`src/dpnm_pkg.sv`:
```
// shared types, constants and the reciprocal table of the neighbor mean filter
`timescale 1ns / 1ps
package dpnm_pkg;

    localparam int NB_COUNT    = 8;
    localparam int CHAN_COUNT  = 3;
    localparam int CHAN_W      = 8;
    localparam int COLOR_W     = CHAN_COUNT * CHAN_W;
    localparam int PAIR_COUNT  = NB_COUNT / 2;
    localparam int PAIR_W      = CHAN_W + 1;
    localparam int SUM_W       = CHAN_W + 3;
    localparam int CNT_W       = 4;
    localparam int NUMER_W     = SUM_W + 1;
    localparam int RECIP_SHIFT = 16;
    localparam int RECIP_W     = 16;
    localparam int PROD_W      = NUMER_W + RECIP_W;

    localparam logic [CHAN_W-1:0] LIMIT_RESET = 8'd16;

    typedef logic [COLOR_W-1:0] color_t;
    typedef logic [CHAN_W-1:0]  chan_t;

    // after compare: pair sums per channel, count, dissimilar flag, center
    typedef struct packed {
        logic [CHAN_COUNT-1:0][PAIR_COUNT-1:0][PAIR_W-1:0] pair_sum;
        logic [CNT_W-1:0]                                  count;
        logic                                              any_dis;
        color_t                                            center;
    } s1_t;

    // after reduce: rounding numerators, reciprocal of the divisor, replaced flag, center
    typedef struct packed {
        logic [CHAN_COUNT-1:0][NUMER_W-1:0] numer;
        logic [RECIP_W-1:0]                 recip;
        logic                               replaced;
        color_t                             center;
    } s2_t;

    // result of one transaction
    typedef struct packed {
        color_t out_color;
        logic   replaced;
    } s3_t;

    // ceil(2^16 / (2*count)); exact floor division for numerators below 4096
    function automatic logic [RECIP_W-1:0] recip_of(input logic [CNT_W-1:0] count);
        logic [RECIP_W-1:0] r;
        unique case (count)
            4'd1:    r = 16'd32768;
            4'd2:    r = 16'd16384;
            4'd3:    r = 16'd10923;
            4'd4:    r = 16'd8192;
            4'd5:    r = 16'd6554;
            4'd6:    r = 16'd5462;
            4'd7:    r = 16'd4682;
            4'd8:    r = 16'd4096;
            default: r = 16'd0;
        endcase
        return r;
    endfunction

endpackage

```
`src/dpnm_compare.sv`:
```
// first stage: neighbor masking, similarity compare, pair sums and count
`timescale 1ns / 1ps
module dpnm_compare (
    input  logic                                                 aclk,
    input  logic                                                 aresetn,
    input  logic [dpnm_pkg::CHAN_W-1:0]                          limit,
    input  logic                                                 in_valid,
    output logic                                                 in_ready,
    input  dpnm_pkg::color_t                                     center,
    input  logic [dpnm_pkg::NB_COUNT-1:0][dpnm_pkg::COLOR_W-1:0] neighbors,
    input  logic [dpnm_pkg::NB_COUNT-1:0]                        present,
    output logic                                                 out_valid,
    input  logic                                                 out_ready,
    output dpnm_pkg::s1_t                                        out_data
);
    import dpnm_pkg::*;

    logic valid_reg;
    s1_t  data_reg;
    s1_t  data_next;

    logic [NB_COUNT-1:0][CHAN_COUNT-1:0][CHAN_W-1:0] nb_masked;
    logic [NB_COUNT-1:0]                             nb_dis;

    // per neighbor channel masking and absolute difference test
    always_comb begin
        chan_t x;
        chan_t y;
        chan_t d;
        nb_dis = '0;
        for (int i = 0; i < NB_COUNT; i++) begin
            for (int c = 0; c < CHAN_COUNT; c++) begin
                x = center[c*CHAN_W +: CHAN_W];
                y = neighbors[i][c*CHAN_W +: CHAN_W];
                d = (x > y) ? (x - y) : (y - x);
                nb_masked[i][c] = present[i] ? y : '0;
                if (present[i] && (d > limit)) begin
                    nb_dis[i] = 1'b1;
                end
            end
        end
    end

    // pair sums, present count and the stage payload
    always_comb begin
        data_next = '0;
        for (int c = 0; c < CHAN_COUNT; c++) begin
            for (int p = 0; p < PAIR_COUNT; p++) begin
                data_next.pair_sum[c][p] = PAIR_W'(nb_masked[2*p][c])
                                         + PAIR_W'(nb_masked[2*p+1][c]);
            end
        end
        for (int i = 0; i < NB_COUNT; i++) begin
            data_next.count = data_next.count + CNT_W'(present[i]);
        end
        data_next.any_dis = |nb_dis;
        data_next.center  = center;
    end

    assign in_ready  = !valid_reg || out_ready;
    assign out_valid = valid_reg;
    assign out_data  = data_reg;

    // stage register
    always_ff @(posedge aclk) begin
        if (!aresetn) begin
            valid_reg <= 1'b0;
        end else if (in_ready) begin
            valid_reg <= in_valid;
        end
        if (in_ready && in_valid) begin
            data_reg <= data_next;
        end
    end

endmodule

```
`src/dpnm_reduce.sv`:
```
// second stage: channel sums, rounding numerators and reciprocal lookup
`timescale 1ns / 1ps
module dpnm_reduce (
    input  logic          aclk,
    input  logic          aresetn,
    input  logic          in_valid,
    output logic          in_ready,
    input  dpnm_pkg::s1_t in_data,
    output logic          out_valid,
    input  logic          out_ready,
    output dpnm_pkg::s2_t out_data
);
    import dpnm_pkg::*;

    logic valid_reg;
    s2_t  data_reg;
    s2_t  data_next;

    // numerator 2*sum + count per channel
    always_comb begin
        logic [SUM_W-1:0] sum;
        data_next = '0;
        for (int c = 0; c < CHAN_COUNT; c++) begin
            sum = '0;
            for (int p = 0; p < PAIR_COUNT; p++) begin
                sum = sum + SUM_W'(in_data.pair_sum[c][p]);
            end
            data_next.numer[c] = {sum, 1'b0} + NUMER_W'(in_data.count);
        end
        data_next.recip    = recip_of(in_data.count);
        data_next.replaced = in_data.any_dis && (in_data.count != '0);
        data_next.center   = in_data.center;
    end

    assign in_ready  = !valid_reg || out_ready;
    assign out_valid = valid_reg;
    assign out_data  = data_reg;

    // stage register
    always_ff @(posedge aclk) begin
        if (!aresetn) begin
            valid_reg <= 1'b0;
        end else if (in_ready) begin
            valid_reg <= in_valid;
        end
        if (in_ready && in_valid) begin
            data_reg <= data_next;
        end
    end

endmodule

```
`src/dpnm_divide.sv`:
```
// third stage: reciprocal multiply for the mean and output select
`timescale 1ns / 1ps
module dpnm_divide (
    input  logic          aclk,
    input  logic          aresetn,
    input  logic          in_valid,
    output logic          in_ready,
    input  dpnm_pkg::s2_t in_data,
    output logic          out_valid,
    input  logic          out_ready,
    output dpnm_pkg::s3_t out_data
);
    import dpnm_pkg::*;

    logic valid_reg;
    s3_t  data_reg;
    s3_t  data_next;

    // mean = floor(numer * recip / 2^16), then pick mean or center
    always_comb begin
        logic [PROD_W-1:0] prod;
        color_t            mean;
        mean = '0;
        for (int c = 0; c < CHAN_COUNT; c++) begin
            prod = PROD_W'(in_data.numer[c]) * PROD_W'(in_data.recip);
            mean[c*CHAN_W +: CHAN_W] = prod[RECIP_SHIFT +: CHAN_W];
        end
        data_next.out_color = in_data.replaced ? mean : in_data.center;
        data_next.replaced  = in_data.replaced;
    end

    assign in_ready  = !valid_reg || out_ready;
    assign out_valid = valid_reg;
    assign out_data  = data_reg;

    // output register
    always_ff @(posedge aclk) begin
        if (!aresetn) begin
            valid_reg <= 1'b0;
        end else if (in_ready) begin
            valid_reg <= in_valid;
        end
        if (in_ready && in_valid) begin
            data_reg <= data_next;
        end
    end

endmodule

```
`src/dissimilar_pixel_neighbor_mean.sv`:
```
// top level of the selective 3x3 neighbor mean filter for RGB888 pixels
`timescale 1ns / 1ps
// Usage:
// - input stream s_*: one transaction carries a center pixel and its eight
//   neighbors in s_tdata, and the neighbor presence mask in s_tuser
// - output stream m_*: one transaction per input transaction, the filtered
//   color in m_tdata and the replaced flag in m_tuser, in input order
// - cfg_we / cfg_wdata write the similarity limit; write only while idle
// - three register stages (compare, sum/reciprocal lookup, multiply/select)
//   lie between s_* and m_*; m_tvalid and the result come from the last of
//   them
// - throughput is one transaction per cycle while m_tready is high; each stage holds one item
// - when m_tready is low the stages fill; s_tready drops only once all
//   three stages hold an item, so up to three items wait inside
// - nothing is lost or repeated across a stall; bubbles are squeezed out
// - reset (aresetn low, synchronous) empties the pipeline and sets the
//   similarity limit to 16
// - the mean per channel is rounded half up; with no neighbor present the
//   center passes unchanged and replaced is 0
module dissimilar_pixel_neighbor_mean (
    input  logic         aclk,
    input  logic         aresetn,
    input  logic         cfg_we,
    input  logic [7:0]   cfg_wdata,   // similarity_limit
    input  logic         s_tvalid,
    output logic         s_tready,
    // center_color, neighbor_up_left, neighbor_up, neighbor_up_right,
    // neighbor_left, neighbor_right, neighbor_down_left, neighbor_down,
    // neighbor_down_right (24 bits each)
    input  logic [215:0] s_tdata,
    input  logic [7:0]   s_tuser,     // neighbor_present
    output logic         m_tvalid,
    input  logic         m_tready,
    output logic [23:0]  m_tdata,     // out_color
    output logic         m_tuser      // replaced
);
    import dpnm_pkg::*;

    logic [CHAN_W-1:0] limit_reg;

    logic [NB_COUNT-1:0][COLOR_W-1:0] neighbors;

    logic s1_valid;
    logic s1_ready;
    s1_t  s1_data;
    logic s2_valid;
    logic s2_ready;
    s2_t  s2_data;
    s3_t  s3_data;

    // similarity limit register
    always_ff @(posedge aclk) begin
        if (!aresetn) begin
            limit_reg <= LIMIT_RESET;
        end else if (cfg_we) begin
            limit_reg <= cfg_wdata;
        end
    end

    // unpack neighbors from the data word
    always_comb begin
        for (int i = 0; i < NB_COUNT; i++) begin
            neighbors[i] = s_tdata[COLOR_W*(i+1) +: COLOR_W];
        end
    end

    dpnm_compare u_compare (
        .aclk      (aclk),
        .aresetn   (aresetn),
        .limit     (limit_reg),
        .in_valid  (s_tvalid),
        .in_ready  (s_tready),
        .center    (s_tdata[COLOR_W-1:0]),
        .neighbors (neighbors),
        .present   (s_tuser),
        .out_valid (s1_valid),
        .out_ready (s1_ready),
        .out_data  (s1_data)
    );

    dpnm_reduce u_reduce (
        .aclk      (aclk),
        .aresetn   (aresetn),
        .in_valid  (s1_valid),
        .in_ready  (s1_ready),
        .in_data   (s1_data),
        .out_valid (s2_valid),
        .out_ready (s2_ready),
        .out_data  (s2_data)
    );

    dpnm_divide u_divide (
        .aclk      (aclk),
        .aresetn   (aresetn),
        .in_valid  (s2_valid),
        .in_ready  (s2_ready),
        .in_data   (s2_data),
        .out_valid (m_tvalid),
        .out_ready (m_tready),
        .out_data  (s3_data)
    );

    assign m_tdata = s3_data.out_color;
    assign m_tuser = s3_data.replaced;

endmodule
```
`config.mk`:
```
export PLATFORM = sky130hd
export DESIGN_NAME = dissimilar_pixel_neighbor_mean
export DESIGN_NICKNAME = d
export VERILOG_FILES = /design/src/dpnm_pkg.sv /design/src/dpnm_compare.sv /design/src/dpnm_reduce.sv /design/src/dpnm_divide.sv /design/src/dissimilar_pixel_neighbor_mean.sv
export SDC_FILE = /design/constraint.sdc
export NUM_CORES = 2
export LEC_CHECK = 0
export BUFFER_PORTS_ARGS = -buffer_cell sky130_fd_sc_hd__buf_2
export CORE_UTILIZATION = 37
export CTS_CLUSTER_DIAMETER = 40
export DETAILED_ROUTE_END_ITERATION = 16
export GPL_TIMING_DRIVEN = 0
export SYNTH_ARGS = -nofsm -noshare
export SYNTH_HDL_FRONTEND = slang
export SYNTH_SLANG_ARGS = --single-unit
```
`constraint.sdc`:
```
create_clock -name aclk -period 11.75 [get_ports aclk]
set_input_delay 0.5875 -clock aclk [delete_from_list [all_inputs] [get_ports aclk]]
set_output_delay 0.5875 -clock aclk [all_outputs]
set_load 0.005 [all_outputs]
```
# Word-level counts from Yosys, hierarchy flattened
# Memory sizes are Yosys's and may differ from the RTL's. A register that Yosys moved wholly into a read port is not among the register bits.
# Cells that the tools add are included.
word_totals:
  reg_bits: 234
  mem_bits_ro: 256
  input_bits: 237
  word_cells: 266
  memories: 1
mem_list:
  columns: ["memory", "depth", "width", "rd", "rd_ports_with_merged_regs", "write_ports", "line_no", "rtl"]
  rows:
  - ["(no name shown)", 16, 16, 1, 1, 0, "dpnm_pkg.sv:48", "unique case (count)"]
op_classes:
  addsub: 79
  multipliers: 3
  magnitude_cmp: 48
  n_mux: 73
  n_reduce_logical: 36
ops:
  columns: ["op", "count"]
  rows:
  - ["$gt 8x8->1", 48]
  - ["$mux 8", 48]
  - ["$sub 8x8->8", 48]
  - ["$add 8x8->9", 12]
  - ["$mul 12x16->24", 3]
  - ["$add 11x9->11", 6]
  - ["$add 12x4->12", 3]
  - ["$add 9x9->10", 3]
  - ["$logic_and 1x1->1", 28]
  - ["$add 4x1->4", 6]
  - ["$mux 1", 24]
  - ["$mux 24", 1]
  - ["$reduce_or 8->1", 1]
  - ["$reduce_bool 4->1", 1]
  - ["$logic_not 1->1", 3]
  - ["$logic_or 1x1->1", 3]
  - ["$add 1x1->2", 1]

# Depth between registers and ports, before layout
depth:
  word_depth: 8
  ltp_mapped: 22

# Hierarchy
# Synthesis repeated with hierarchy kept, for this count alone.
hier_totals:
  cells_unflattened: 5646
  area_unflattened_um2: 50121.8
modules_own_cells:
  columns: ["mod", "n_inst", "cells_each", "area_per_inst_um2", "seq_area_each_um2"]
  rows:
  - ["dpnm_compare", 1, 3169, 27380.0, 4134.0]
  - ["dpnm_divide", 1, 1924, 16718.5, 770.7]
  - ["dpnm_reduce", 1, 528, 5724.2, 2152.1]
  - ["dissimilar_pixel_neighbor_mean", 1, 25, 299.0, 160.2]

# Least setup slack after synthesis
# OpenSTA, ideal clock, no wires.
synth_path:
  path_kind: "register -> register"
  startpoint: "register u_compare.valid_reg (netlist: u_compare.out_valid)"
  endpoint: "register u_compare.data_reg (netlist bit u_compare.out_data[0]), enable pin"
  setup_time_ns: 0.715
  arrival_ns: 7.728
  t_required_ns: 11.035
  setup_slack_ns: 3.306
  path_stages_with_launch: 2
  path_cell_list: "dfxtp_1 -> a31oi_1"
synth_between:
  elab_chain_cells: 3
synth_rtl:
  columns: ["element", "line_no", "rtl"]
  rows:
  - ["start, declared", "dpnm_compare.sv:18", "logic valid_reg;"]
  - ["start signal, assigned", "dpnm_compare.sv:69", "valid_reg <= in_valid;"]
  - ["$logic_not 1->1", "dpnm_compare.sv:60", "assign in_ready = !valid_reg || out_ready;"]
  - ["$logic_or 1x1->1", "dpnm_compare.sv:60", null]
  - ["$logic_and 1x1->1", "dpnm_compare.sv:71", "if (in_ready && in_valid) begin"]
  - ["end signal, assigned", "dpnm_compare.sv:72", "data_reg <= data_next;"]
  - ["end, declared", "dpnm_compare.sv:19", "s1_t data_reg;"]
# No other way between the ends.
# A chain may end at the register's enable or synchronous reset.

==> flow_summary_export.csv <==
group,metric,value,unit
outcome,status,"completed",
drt,drt_pass1_iterations,6,
sta,min_period_over_period,62.49,%
place,dp.cells,7641,
grt,grt_overflow,0,
run,max_cap_violations,0,
floorplan,die-area,0.1372,mm^2
synthesis,synthCells,5594,
synthesis,synth_ff_type,"edfxtp_1",
sta,post-route-min-period,7343,ps
synthesis,synth_edf_count,233,
layout,final-instance-count-excl-fill,7737,
drt,viasPerCell,5.159,
clock_network,cts.sinks,244,
worst_setup_path,worst-setup-path-type,"reg2reg",
sta,max_freq,136.2,MHz
worst_setup_path,startpoint_type,"flip-flop",
layout,layout-area-overhead-vs-synth,11.00,%
worst_setup_path,cp_top_family,"adder cells",
clock_network,cts_root_buffer,"clkbuf_16",
floorplan,die_w,370.4,um
worst_setup_path,crit_path_end_kind,"flip-flop",
floorplan,die_height,370.4,um
clock_network,cts-hold-fix-buffers,0,
sta,final-max-slew-violation-count,0,
grt,grt_pass1_vias,40303,
worst_setup_path,cp_cell_sequence,"clkbuf_1 -> clkbuf_1 -> nand2_1 -> fa_1 -> fa_1 -> inv_1 -> fa_1 -> fa_1 -> inv_1 -> fa_1 -> inv_1 -> ha_1 -> and4_1 -> a221o_1 -> and3_1 -> a2111o_1 -> xnor2_1 -> o21ai_0",
grt,grt_first_pass_wirelength,233700,um
layout,final_common_cell,"inv_1",
synthesis,syn_nets,7185,
drt,drc,0,
drt,antenna_left,0,
clock_network,clock_latency,610,ps
sta,clock_skew,23.11,ps
grt,grt_antenna_before_repair,37,
layout,final_cell_mix,"1,142 x inv_1, 852 x ha_1, 502 x fa_1, 398 x nand2_1, 312 x a21oi_1",
worst_setup_path,cp_slowest_stage_delay,700,ps
place,hpwl,126300,um
sta,tightest_slew,1332,ps
synthesis,synth_area_leader_cell,"ha_1",
clock_network,ctsResizeCount,0,
synthesis,syn_avg_cell_area,8.978,um^2
synthesis,synth_cell_types,86,
clock_network,cts_setup_buffers,0,
layout,final_core_util,41.56,%
layout,fillers,13448,
worst_setup_path,worstPathArrival,7630,ps
worst_setup_path,required,12040,ps
floorplan,rows,134,
floorplan,ioPinCount,264,
worst_setup_path,cp_num_buf_inv,5,
synthesis,yosys.area.top_type_share,21.23,%
clock_network,cts_buffers,46,
worst_setup_path,critPathMaxFanout,10,
sta,slew-limit-headroom,11.12,%
floorplan,fp.coreArea,0.1341,mm^2
sta,setup_viol,0,
floorplan,initial_core_util,37.44,%
place,io_buffers,262,
drt,finalWirelength,153400,um
clock_network,cts_max_path_buffers,3,
clock_network,cts_tree,"yes",
layout,final_area,0.05575,mm^2
hold_path,hold_class,"in2reg",
synthesis,synth-seq-cells,244,
clock_network,clkTransAtPathRegs,50,ps
synthesis,ys_warn_count,0,
layout,layout.nets,7512,
layout,largest_reg_flops,137,
layout,drive_gt1_share,8.542,%
sta,fin_tns_setup,0,ps
grt,grt_use_total,22.36,%
sta,rsz0062_at_grt,"no",
worst_setup_path,slowest_stage,"clkbuf_1",
clock_network,htreeDepth,2,
place,place_area,0.05414,mm^2
synthesis,async_flop_share,0,%
synthesis,synthTopCellsByArea,"ha_1 21%, fa_1 20%, edfxtp_1 14%",
drt,vias,39915,
drt,wl_per_cell,19.83,um
grt,grt_max_degree,32,
worst_setup_path,crit_top_cell,"fa_1",
sta,hold_viol,0,
synthesis,seq_area_frac_synth,14.37,%
drt,drt_iter0_drc,2680,
place,gp_congestion,0.9523,
synthesis,synth_area,0.05022,mm^2
## cell type report
type | instances | area, um^2 | share of cell area, %
flip-flops and latches | 244 | 7218 | 12.95
multi-input cells | 4070 | 38190 | 68.50
plain buffers | 130 | 531.8 | 0.9539
clock inverters | 38 | 421.7 | 0.7564
diodes | 10 | 25.02 | 0.04489
inverters | 1150 | 4317 | 7.743
repair buffers | 279 | 1674 | 3.003
well taps | 1768 | 2212 | 3.968
clock buffers | 48 | 1159 | 2.078
## metrics by stage
stage	hold WS [ps]	worst slack (ps)
2_1_floorplan	400.3	3306
3_3_place_gp	401.4	-518.9
3_5_place_dp	404.5	4469
4_1_cts	164.2	4457
5_1_grt	208.0	4223
6_report	197.6	4407
## cell families (layout without fill, tap and decap cells)
group                    after synthesis  in the layout  share of synthesized area [%]
AO/OA/AOI/OAI                        971            971                          12.65
AND/OR/NAND/NOR                     1210           1210                          11.99
multiplexers                         214            214                          4.502
XOR/XNOR                             321            321                          5.598
other                                  0             10                              0
adder cells (fa/ha/maj)             1354           1354                          41.24
buffers and inverters               1280           1645                          9.654
flip-flops                           244            244                          14.37
## worst reg2reg max path: stages (launching register included)
cell and delay [ps]:
edfxtp_1 560, clkbuf_1 450, clkbuf_1 700, nand2_1 290
fa_1 550, fa_1 550, inv_1 50, fa_1 440
fa_1 510, inv_1 50, fa_1 470, inv_1 40
ha_1 330, and4_1 250, a221o_1 370, and3_1 200
a2111o_1 440, xnor2_1 140, o21ai_0 630
## synthesized netlist by cell type (all sizes together), types with 6 or more instances
| cell | instances |
|---|---|
| a21o | 144 |
| a21boi | 10 |
| edfxtp | 233 |
| dfxtp | 11 |
| nand4 | 54 |
| a21oi | 313 |
| a211oi | 18 |
| a31o | 6 |
| xor2 | 99 |
| o21a | 59 |
| o22a | 14 |
| ha | 852 |
| nand2b | 44 |
| inv | 1149 |
| or2 | 9 |
| o21bai | 82 |
| nor2 | 208 |
| mux2 | 92 |
| and2 | 253 |
| a22oi | 8 |
| a221oi | 16 |
| o211ai | 19 |
| nor2b | 73 |
| mux2i | 122 |
| fa | 502 |
| nand2 | 398 |
| or3 | 10 |
| a31oi | 25 |
| o22ai | 18 |
| o32ai | 6 |
| nand3 | 53 |
| buf | 21 |
| o21ai | 165 |
| nor3 | 38 |
| clkbuf | 109 |
| and3 | 36 |
| o31ai | 16 |
| and4 | 16 |
| xnor2 | 222 |
## layer usage
metal,vias up,routed length [um],global-route usage (%)
met5,-,284,0
met4,46,6624,8.709
met3,320,10370,4.206
met2,1164,69450,36.45
met1,19336,66690,29.11
li1,19049,-,-
## path summary, 6_finish.rpt
path	startpoint	to	slack (ps)	cells after the start
max	u_reduce.out_data[35]	u_divide.out_data[6]	4410	18
min	cfg_wdata[4]	limit_reg[4]	200	3
max reg2reg	u_reduce.out_data[35]	u_divide.out_data[6]	4410	18
min reg2reg	u_compare.out_data[14]	u_reduce.out_data[14]	400	0
Power is not shown: default switching activity piles up to over one toggle a cycle in this logic, so the estimate is an artifact.
